`src/rtl/core/php_pkg.sv`:
```
// ----------------------------------------------------------------------------
// php_pkg
// Shared types, status codes and timestamp helpers of the PES header parser.
// ----------------------------------------------------------------------------
package php_pkg;

    localparam int TS_WIDTH = 33;

    // result status codes, first error in byte order wins
    localparam logic [1:0] ST_OK      = 2'd0;
    localparam logic [1:0] ST_PATTERN = 2'd1;
    localparam logic [1:0] ST_SHORT   = 2'd2;
    localparam logic [1:0] ST_MARKER  = 2'd3;

    // timestamp flag codes
    localparam logic [1:0] TSF_PTS_ONLY = 2'd2;
    localparam logic [1:0] TSF_PTS_DTS  = 2'd3;

    localparam logic [3:0] TS_GROUP_BYTES = 4'd5;

    typedef struct packed {
        logic       first_byte;
        logic [7:0] data_byte;
    } t_step;

    typedef struct packed {
        logic [7:0]          stream_code;
        logic [15:0]         packet_length;
        logic [1:0]          scrambling;
        logic [3:0]          attribute_flags;
        logic [1:0]          timestamp_flags;
        logic [5:0]          option_flags;
        logic [7:0]          header_data_length;
        logic [TS_WIDTH-1:0] pts;
        logic [TS_WIDTH-1:0] dts;
        logic [1:0]          status;
    } t_result;

    // optional bytes taken by the timestamps
    function automatic logic [3:0] ts_need(input logic [1:0] flags);
        logic [3:0] need;
        unique case (flags)
            TSF_PTS_DTS:  need = 4'd10;
            TSF_PTS_ONLY: need = TS_GROUP_BYTES;
            default:      need = 4'd0;
        endcase
        return need;
    endfunction

    // fold byte j of a five-byte timestamp group into the accumulator
    function automatic logic [TS_WIDTH-1:0] ts_fold(input logic [TS_WIDTH-1:0] acc,
                                                   input logic [2:0] j,
                                                   input logic [7:0] b);
        logic [TS_WIDTH-1:0] res;
        unique case (j)
            3'd0:    res = {b[3:1], 30'd0};
            3'd1:    res = acc | (TS_WIDTH'(b) << 22);
            3'd2:    res = acc | (TS_WIDTH'(b[7:1]) << 15);
            3'd3:    res = acc | (TS_WIDTH'(b) << 7);
            default: res = acc | TS_WIDTH'(b[7:1]);
        endcase
        return res;
    endfunction

endpackage

```
`src/rtl/core/php_in_if.sv`:
```
// ----------------------------------------------------------------------------
// php_in_if
// Byte channel into the PES header parser.
// ----------------------------------------------------------------------------
interface php_in_if;
    logic       valid;
    logic       ready;
    logic [7:0] data_byte;
    logic       first_byte;

    modport source (output valid, output data_byte, output first_byte, input ready);
    modport sink   (input valid, input data_byte, input first_byte, output ready);
endinterface

```
`src/rtl/core/php_out_if.sv`:
```
// ----------------------------------------------------------------------------
// php_out_if
// Result channel out of the PES header parser.
// ----------------------------------------------------------------------------
interface php_out_if;
    logic        valid;
    logic        ready;
    logic [7:0]  stream_code;
    logic [15:0] packet_length;
    logic [1:0]  scrambling;
    logic [3:0]  attribute_flags;
    logic [1:0]  timestamp_flags;
    logic [5:0]  option_flags;
    logic [7:0]  header_data_length;
    logic [32:0] pts;
    logic [32:0] dts;
    logic [1:0]  status;

    modport source (output valid, output stream_code, output packet_length,
                    output scrambling, output attribute_flags, output timestamp_flags,
                    output option_flags, output header_data_length, output pts,
                    output dts, output status, input ready);
    modport sink   (input valid, input stream_code, input packet_length,
                    input scrambling, input attribute_flags, input timestamp_flags,
                    input option_flags, input header_data_length, input pts,
                    input dts, input status, output ready);
endinterface

```
`src/rtl/core/php_in_stage.sv`:
```
// ----------------------------------------------------------------------------
// php_in_stage
// Input register: holds one byte item until the parser consumes it.
// ----------------------------------------------------------------------------
module php_in_stage (
    input  logic           i_clk,
    input  logic           i_rst_n,
    input  logic           i_valid,
    input  php_pkg::t_step i_step,
    output logic           o_ready,
    input  logic           i_take,
    output logic           o_valid,
    output php_pkg::t_step o_step
);

    logic           r_valid;
    php_pkg::t_step r_step;

    assign o_ready = !r_valid || i_take;
    assign o_valid = r_valid;
    assign o_step  = r_step;

    always_ff @(posedge i_clk) begin
        if (!i_rst_n) begin
            r_valid <= 1'b0;
        end else if (o_ready) begin
            r_valid <= i_valid;
        end
    end

    always_ff @(posedge i_clk) begin
        if (o_ready && i_valid) begin
            r_step <= i_step;
        end
    end

endmodule

```
`src/rtl/core/php_field_parser.sv`:
```
// ----------------------------------------------------------------------------
// php_field_parser
// Header state and the per-byte field update; flags a finished header.
// ----------------------------------------------------------------------------
module php_field_parser (
    input  logic             i_clk,
    input  logic             i_rst_n,
    input  logic             i_consume,
    input  php_pkg::t_step   i_step,
    output logic             o_emit,
    output php_pkg::t_result o_result
);

    localparam logic [8:0] POS_FLAGS1 = 9'd3;
    localparam logic [8:0] POS_HDL    = 9'd5;
    localparam logic [8:0] FIXED_LEN  = 9'd6;

    logic                         r_active, n_active;
    logic [8:0]                   r_pos, n_pos;
    logic [7:0]                   r_skip, n_skip;
    logic [47:0]                  r_store, n_store;
    logic [php_pkg::TS_WIDTH-1:0] r_pts, n_pts;
    logic [php_pkg::TS_WIDTH-1:0] r_dts, n_dts;
    logic [1:0]                   r_err, n_err;

    logic                         e_active;
    logic [8:0]                   e_pos;
    logic [7:0]                   e_skip;
    logic [47:0]                  e_store;
    logic [php_pkg::TS_WIDTH-1:0] e_pts;
    logic [php_pkg::TS_WIDTH-1:0] e_dts;
    logic [1:0]                   e_err;
    logic [8:0]                   off;
    logic [3:0]                   need;
    logic [2:0]                   ts_j;
    logic                         emit;

    always_comb begin
        // a first byte starts from a cleared state
        e_active = r_active;
        e_pos    = r_pos;
        e_skip   = r_skip;
        e_store  = r_store;
        e_pts    = r_pts;
        e_dts    = r_dts;
        e_err    = r_err;
        if (i_step.first_byte) begin
            e_active = 1'b1;
            e_pos    = '0;
            e_skip   = '0;
            e_store  = '0;
            e_pts    = '0;
            e_dts    = '0;
            e_err    = php_pkg::ST_OK;
        end

        n_active = r_active;
        n_pos    = r_pos;
        n_skip   = r_skip;
        n_store  = r_store;
        n_pts    = r_pts;
        n_dts    = r_dts;
        n_err    = r_err;
        emit     = 1'b0;
        off      = e_pos - FIXED_LEN;
        need     = '0;
        ts_j     = '0;

        if (i_consume && e_active) begin
            n_active = 1'b1;
            n_pos    = e_pos + 9'd1;
            n_skip   = e_skip;
            n_store  = e_store;
            n_pts    = e_pts;
            n_dts    = e_dts;
            n_err    = e_err;
            if (e_pos < FIXED_LEN) begin
                n_store = {e_store[39:0], i_step.data_byte};
                if (e_pos == POS_FLAGS1 && i_step.data_byte[7:6] != 2'b10
                        && n_err == php_pkg::ST_OK) begin
                    n_err = php_pkg::ST_PATTERN;
                end
                if (e_pos == POS_HDL) begin
                    // previous byte holds the timestamp flags
                    need = php_pkg::ts_need(e_store[7:6]);
                    if (i_step.data_byte < {4'd0, need}) begin
                        if (n_err == php_pkg::ST_OK) begin
                            n_err = php_pkg::ST_SHORT;
                        end
                        n_skip = {4'd0, need};
                    end else begin
                        n_skip = i_step.data_byte;
                    end
                    emit = (n_skip == 8'd0);
                end
            end else begin
                need = php_pkg::ts_need(e_store[15:14]);
                if (off < {5'd0, need}) begin
                    if (off[3:0] < php_pkg::TS_GROUP_BYTES) begin
                        ts_j  = off[2:0];
                        n_pts = php_pkg::ts_fold(e_pts, ts_j, i_step.data_byte);
                    end else begin
                        ts_j  = 3'(off[3:0] - php_pkg::TS_GROUP_BYTES);
                        n_dts = php_pkg::ts_fold(e_dts, ts_j, i_step.data_byte);
                    end
                    // marker bits sit in group bytes 0, 2 and 4
                    if (!ts_j[0] && !i_step.data_byte[0] && n_err == php_pkg::ST_OK) begin
                        n_err = php_pkg::ST_MARKER;
                    end
                end
                if (e_skip != 8'd0) begin
                    n_skip = e_skip - 8'd1;
                end
                emit = (n_skip == 8'd0);
            end
            if (emit) begin
                n_active = 1'b0;
            end
        end
    end

    always_ff @(posedge i_clk) begin
        if (!i_rst_n) begin
            r_active <= 1'b0;
            r_pos    <= '0;
            r_skip   <= '0;
            r_store  <= '0;
            r_pts    <= '0;
            r_dts    <= '0;
            r_err    <= php_pkg::ST_OK;
        end else begin
            r_active <= n_active;
            r_pos    <= n_pos;
            r_skip   <= n_skip;
            r_store  <= n_store;
            r_pts    <= n_pts;
            r_dts    <= n_dts;
            r_err    <= n_err;
        end
    end

    assign o_emit = emit;

    always_comb begin
        o_result.stream_code        = n_store[47:40];
        o_result.packet_length      = n_store[39:24];
        o_result.scrambling         = n_store[21:20];
        o_result.attribute_flags    = n_store[19:16];
        o_result.timestamp_flags    = n_store[15:14];
        o_result.option_flags       = n_store[13:8];
        o_result.header_data_length = n_store[7:0];
        o_result.pts                = n_pts;
        o_result.dts                = (n_store[15:14] == php_pkg::TSF_PTS_DTS) ? n_dts : '0;
        o_result.status             = n_err;
    end

endmodule

```
`src/rtl/core/php_out_stage.sv`:
```
// ----------------------------------------------------------------------------
// php_out_stage
// Result register: holds a finished header item until the sink takes it.
// ----------------------------------------------------------------------------
module php_out_stage (
    input  logic             i_clk,
    input  logic             i_rst_n,
    input  logic             i_valid,
    input  php_pkg::t_result i_result,
    output logic             o_can_take,
    input  logic             i_ready,
    output logic             o_valid,
    output php_pkg::t_result o_result
);

    logic             r_valid;
    php_pkg::t_result r_result;

    assign o_can_take = !r_valid || i_ready;
    assign o_valid    = r_valid;
    assign o_result   = r_result;

    always_ff @(posedge i_clk) begin
        if (!i_rst_n) begin
            r_valid <= 1'b0;
        end else if (o_can_take) begin
            r_valid <= i_valid;
        end
    end

    always_ff @(posedge i_clk) begin
        if (o_can_take && i_valid) begin
            r_result <= i_result;
        end
    end

endmodule

```
`src/rtl/core/pes_header_parser_unit.sv`:
```
// ----------------------------------------------------------------------------
// pes_header_parser_unit
// MPEG-2 PES header parser: one byte in per cycle, one result per header.
// ----------------------------------------------------------------------------
// Takes one header byte per clock when the result side is not stalled. Each
// byte goes through an input register, a short position-based field update and
// a result register, so a header's result is registered in the result register
// as its last byte leaves the input register. A byte marked first_byte restarts parsing; bytes
// outside a header produce nothing. While a finished result waits in the result
// register the parser holds, and the input register takes at most one more byte.
module pes_header_parser_unit (
    input  logic      i_clk,
    input  logic      i_rst_n,
    php_in_if.sink    i_in,
    php_out_if.source o_out
);

    php_pkg::t_step   in_step;
    php_pkg::t_step   s1_step;
    logic             s1_valid;
    logic             s1_take;
    logic             emit;
    php_pkg::t_result parse_res;
    php_pkg::t_result out_res;
    logic             out_valid;

    assign in_step.first_byte = i_in.first_byte;
    assign in_step.data_byte  = i_in.data_byte;

    php_in_stage u_in (
        .i_clk   (i_clk),
        .i_rst_n (i_rst_n),
        .i_valid (i_in.valid),
        .i_step  (in_step),
        .o_ready (i_in.ready),
        .i_take  (s1_take),
        .o_valid (s1_valid),
        .o_step  (s1_step)
    );

    php_field_parser u_parse (
        .i_clk     (i_clk),
        .i_rst_n   (i_rst_n),
        .i_consume (s1_valid && s1_take),
        .i_step    (s1_step),
        .o_emit    (emit),
        .o_result  (parse_res)
    );

    php_out_stage u_out (
        .i_clk      (i_clk),
        .i_rst_n    (i_rst_n),
        .i_valid    (s1_valid && emit),
        .i_result   (parse_res),
        .o_can_take (s1_take),
        .i_ready    (o_out.ready),
        .o_valid    (out_valid),
        .o_result   (out_res)
    );

    assign o_out.valid              = out_valid;
    assign o_out.stream_code        = out_res.stream_code;
    assign o_out.packet_length      = out_res.packet_length;
    assign o_out.scrambling         = out_res.scrambling;
    assign o_out.attribute_flags    = out_res.attribute_flags;
    assign o_out.timestamp_flags    = out_res.timestamp_flags;
    assign o_out.option_flags       = out_res.option_flags;
    assign o_out.header_data_length = out_res.header_data_length;
    assign o_out.pts                = out_res.pts;
    assign o_out.dts                = out_res.dts;
    assign o_out.status             = out_res.status;

endmodule

```
`src/flat_wrapper.sv`:
```
// flat-port wrapper written by rule: the top's interface ports become plain ports
module pes_header_parser_unit_flat 
  (i_clk, i_rst_n, i_in_valid, i_in_data_byte, i_in_first_byte, i_in_ready, o_out_valid, o_out_stream_code, o_out_packet_length, o_out_scrambling, o_out_attribute_flags, o_out_timestamp_flags, o_out_option_flags, o_out_header_data_length, o_out_pts, o_out_dts, o_out_status, o_out_ready);
  php_in_if i_in_i ();
  php_out_if o_out_i ();
  input  logic i_clk;
  input  logic i_rst_n;
  input wire logic [$bits(i_in_i.valid)-1:0] i_in_valid;
  input wire logic [$bits(i_in_i.data_byte)-1:0] i_in_data_byte;
  input wire logic [$bits(i_in_i.first_byte)-1:0] i_in_first_byte;
  output wire logic [$bits(i_in_i.ready)-1:0] i_in_ready;
  output wire logic [$bits(o_out_i.valid)-1:0] o_out_valid;
  output wire logic [$bits(o_out_i.stream_code)-1:0] o_out_stream_code;
  output wire logic [$bits(o_out_i.packet_length)-1:0] o_out_packet_length;
  output wire logic [$bits(o_out_i.scrambling)-1:0] o_out_scrambling;
  output wire logic [$bits(o_out_i.attribute_flags)-1:0] o_out_attribute_flags;
  output wire logic [$bits(o_out_i.timestamp_flags)-1:0] o_out_timestamp_flags;
  output wire logic [$bits(o_out_i.option_flags)-1:0] o_out_option_flags;
  output wire logic [$bits(o_out_i.header_data_length)-1:0] o_out_header_data_length;
  output wire logic [$bits(o_out_i.pts)-1:0] o_out_pts;
  output wire logic [$bits(o_out_i.dts)-1:0] o_out_dts;
  output wire logic [$bits(o_out_i.status)-1:0] o_out_status;
  input wire logic [$bits(o_out_i.ready)-1:0] o_out_ready;
  assign i_in_i.valid = i_in_valid;
  assign i_in_i.data_byte = i_in_data_byte;
  assign i_in_i.first_byte = i_in_first_byte;
  assign i_in_ready = i_in_i.ready;
  assign o_out_valid = o_out_i.valid;
  assign o_out_stream_code = o_out_i.stream_code;
  assign o_out_packet_length = o_out_i.packet_length;
  assign o_out_scrambling = o_out_i.scrambling;
  assign o_out_attribute_flags = o_out_i.attribute_flags;
  assign o_out_timestamp_flags = o_out_i.timestamp_flags;
  assign o_out_option_flags = o_out_i.option_flags;
  assign o_out_header_data_length = o_out_i.header_data_length;
  assign o_out_pts = o_out_i.pts;
  assign o_out_dts = o_out_i.dts;
  assign o_out_status = o_out_i.status;
  assign o_out_i.ready = o_out_ready;
  pes_header_parser_unit u_core (.i_clk(i_clk), .i_rst_n(i_rst_n), .i_in(i_in_i), .o_out(o_out_i));
endmodule
```
`config.mk`:
```
export PLATFORM = sky130hd
export DESIGN_NAME = pes_header_parser_unit_flat
export DESIGN_NICKNAME = d
export VERILOG_FILES = /design/src/rtl/core/php_pkg.sv /design/src/rtl/core/php_in_if.sv /design/src/rtl/core/php_out_if.sv /design/src/rtl/core/php_in_stage.sv /design/src/rtl/core/php_field_parser.sv /design/src/rtl/core/php_out_stage.sv /design/src/rtl/core/pes_header_parser_unit.sv /design/src/flat_wrapper.sv
export SDC_FILE = /design/constraint.sdc
export NUM_CORES = 1
export LEC_CHECK = 0
export BUFFER_PORTS_ARGS = -buffer_cell sky130_fd_sc_hd__buf_2
export CAP_MARGIN = 0
export CORE_ASPECT_RATIO = 1.5
export CORE_MARGIN = 2
export CORE_UTILIZATION = 45
export CTS_CLUSTER_SIZE = 12
export DETAILED_ROUTE_END_ITERATION = 12
export PLACE_DENSITY = 0.64
export SLEW_MARGIN = 10
export SYNTH_ARGS = -nofsm -noshare
export SYNTH_HDL_FRONTEND = slang
export SYNTH_HIERARCHICAL = 1
export SYNTH_SLANG_ARGS = --single-unit
```
`constraint.sdc`:
```
create_clock -name i_clk -period 5.65 [get_ports i_clk]
set_clock_uncertainty 0.1 [all_clocks]
set_input_delay 0.2825 -clock i_clk [delete_from_list [all_inputs] [get_ports i_clk]]
set_output_delay 0.2825 -clock i_clk [all_outputs]
set_load 0.05 [all_outputs]
```
==> impl_metrics.toml <==
[clock_network]
cts.clk_slew.worst_paths_ns = 0.06
post_cts_buffers = 0
h-tree-depth = 1
cts_buffers = 26
cts_hold_buffers = 11
clk_latency_ns = 0.54
clock_sinks = 259
cts_tree = "built"
root_buffer = "clkbuf_16"
clockBufferDepth = 3
cts_resized = 0

[critical_path]
critPathSlowestCell = "o41a_1"
startpoint_type = "flop"
cp_top_family = "compound AO/OA/AOI/OAI gates"
worstPathMaxFanout = 45
crit_chain = "buf_4 -> nor2b_1 -> ha_1 -> xnor2_1 -> inv_1 -> ha_1 -> a221oi_1 -> o2111ai_2 -> buf_4 -> o41a_1 -> a22oi_1 -> nor2_1"
setup.worst_path.end_class = "flop"
crit_buf_inv = 3
crit_arrival_ns = 4.47
rr_startpoint = "u_core/u_in/o_step[8]"
crit_required_ns = 5.83
r2r_end = "u_core/u_out/o_result[5]"
crit_type = "flop to flop"
worst_r2r_path_depth = 12
rrSetupSlack_ns = 1.36
slowest_delay_ns = 0.75

[global_routing]
antenna_found_initial = 0
grt_pass1_vias = 8360
overflow = 0
gr-usage-all-layers_pct = 22.36
grt_max_degree = 115
grt_pass1_wl_mm = 46.11

[floorplanning]
ios = 129
initial_core_util_pct = 45.44
die_h_um = 195.7
chipWidth_um = 131.8
std_cell_rows = 70
core_um2 = 24260
dieArea_um2 = 25790

[route]
first_pass_iters = 5
drt_iter0_drc = 734
antenna_left = 0
drc_errors = 0
via_per_inst = 5.745
finalWirelength_mm = 29.53
vias = 8675
wire_per_inst_um = 19.56

[finish]
regArea_um2 = 6416
diodes = 0
fillers = 2184
multi_input_area_um2 = 4209
layout.nets = 1194
syn2layout_area_growth_pct = 16.35
drive_above_1_share_pct = 17.20
finish.instance_area_um2 = 12830

[sta]
setup_slack_ns = 1.357
setup_viol = 0
final.min_clock_period_ns = 4.293
max_freq_mhz = 233.0
relSlewSlack_pct = 29.74
worst_pin_slew_ns = 1.054
tns_ns = 0
rsz0062_at_grt = "false"
hold_viol = 0
fin_crit_sh_pct = 75.97
slew_violations = 0

[yosys]
ys_ff_latch = 259
syn_area_per_cell_um2 = 10.39
ys_seq_area_share_pct = 58.20
synthTopCellsByArea = "edfxtp_1 (34%), dfxtp_1 (25%), a22oi_1 (3.5%)"
synthesis.instances = 1061
synth_edf_count = 123
synth_area_leader_cell = "edfxtp_1"
ys_types = 67
ys_async_sr_fraction_pct = 0
synth_area_um2 = 11020
synth_top_area_share_pct = 33.50
synth.yosys.warnings = 6
synth_ff_type = "dfxtp_1"
syn_nets = 1089

[power_and_ir_drop]
powerDensity_nw_per_um2 = 295.4
ir_worst_vdd_uv = 212.2
p_leak_nw = 4.377

[outcome]
status = "completed"

[place]
post-dp-hpwl_mm = 18.81
place_area_um2 = 11930
gp_congestion = 0.8758
portBuffers = 128
place_ws_ns = 1.392

[min_path]
min_from = "i_rst_n"
min_path_cells = 3
holdPathEnd = "u_core/u_parse/r_skip[0]"
hp-class = "input port to flop"

[flow_run]
cap_violations = 0
Yosys cell counts, types with 5 or more instances:
library cell	instances
o22ai_1	47
nand4_1	6
or4_1	6
edfxtp_1	123
a21oi_1	41
nand2b_1	10
a22oi_1	51
buf_2	7
nand2_1	92
nor2_1	94
a211oi_1	5
clkbuf_1	72
nor2b_1	9
nor3_1	20
o21ai_0	55
and2_1	45
a32oi_1	10
nand3_1	55
a22o_1	38
ha_1	15
mux2i_1	10
a31oi_1	7
a21o_1	7
and3_1	7
dfxtp_1	136
inv_1	24
power breakdown:
part | total (mW) | leakage [nW] | internal, mW | switching, mW
Combinational | 0.177 | 1.87 | 0.0555 | 0.122
Sequential | 2.00 | 2.12 | 1.96 | 0.0385
Clock | 1.61 | 0.381 | 0.915 | 0.697
stage by stage:
step / std cells / utilization, % / total power, mW / hold WS, ns
after floorplan: 1061 / - / 2.143 / 0.2814
after global placement: 1451 / 49.16 / 2.210 / 0.3564
after detailed placement: 1451 / 49.16 / 2.210 / 0.3613
after CTS: 1510 / 52.87 / 3.813 / 0.3584
after global routing: 1510 / 52.87 / 3.905 / 0.3774
final: 1510 / 52.87 / 3.790 / 0.3570
sequential cells by signal, indices dropped and copies added (netlist names), 2 cells and up:
| signal | flops |
|---|---|
| u_core/u_out/o_result | 114 |
| u_core/u_parse/r_store | 48 |
| u_core/u_parse/r_dts | 33 |
| u_core/u_parse/r_pts | 33 |
| u_core/u_in/o_step | 9 |
| u_core/u_parse/r_pos | 9 |
| u_core/u_parse/r_skip | 8 |
| u_core/u_parse/r_err | 2 |
placed cells by master, fill, tap and decap left out, drive strengths merged, types with 21 or more instances in the layout:
cell type,Yosys,layout
o22ai,47,47
nand3,55,55
nor3,21,21
and2,47,47
clkbuf,72,45
a22o,38,38
edfxtp,123,123
nor2,94,94
a22oi,51,51
inv,25,25
buf,10,148
nand2,92,92
a21oi,42,42
dfxtp,136,136
o21ai,56,56
per-layer routing:
metal	up-vias	global-route usage [%]	part of all wire, %
met3	57	2.429	4.3
met5	-	0	0
li1	4129	-	-
met4	0	7.931	2.9
met1	4212	26.85	40
met2	277	41.34	53
cells by family (layout without fill, tap and decap cells):
family	Yosys count	in the layout	synth area share, %
xor+xnor	3	3	0.2384
buf+inv	107	232	3.723
fa+ha+maj	15	15	1.702
mux	13	13	1.214
simple gates	372	372	16.88
flops	259	259	58.20
compound gates	292	292	18.05
worst max path at each step:
| stage | start | endpoint | slack [ns] | cells after the start |
|---|---|---|---|---|
| floorplan | u_core/u_in/o_step[8] | u_core/u_out/o_result[10] | 1.23 | 17 |
| global placement | u_core/u_in/o_step[8] | u_core/u_out/o_result[28] | 1.51 | 12 |
| detailed placement | u_core/u_in/o_step[8] | u_core/u_out/o_result[5] | 1.39 | 12 |
| CTS | u_core/u_in/o_step[8] | u_core/u_out/o_result[5] | 1.35 | 12 |
| global route | u_core/u_in/o_step[8] | u_core/u_out/o_result[26] | 1.03 | 12 |
| finish | u_core/u_in/o_step[8] | u_core/u_out/o_result[5] | 1.36 | 12 |
layout make-up:
type	count	area share, %
multi-input combinational	695	32.81
tap	324	3.160
clock inverter	3	0.2048
clock buffer	45	5.950
sequential	259	50.02
inverter	25	0.7316
timing repair buffer	159	7.121
worst reg2reg max path: stages (launching register included):
cell       delay (ns)
edfxtp_1         0.37
buf_4            0.40
nor2b_1          0.13
ha_1             0.35
xnor2_1          0.31
inv_1            0.14
ha_1             0.33
a221oi_1         0.32
o2111ai_2        0.14
buf_4            0.23
o41a_1           0.75
a22oi_1          0.38
nor2_1           0.08
No activity file was read; power rests on OpenSTA's default activity.
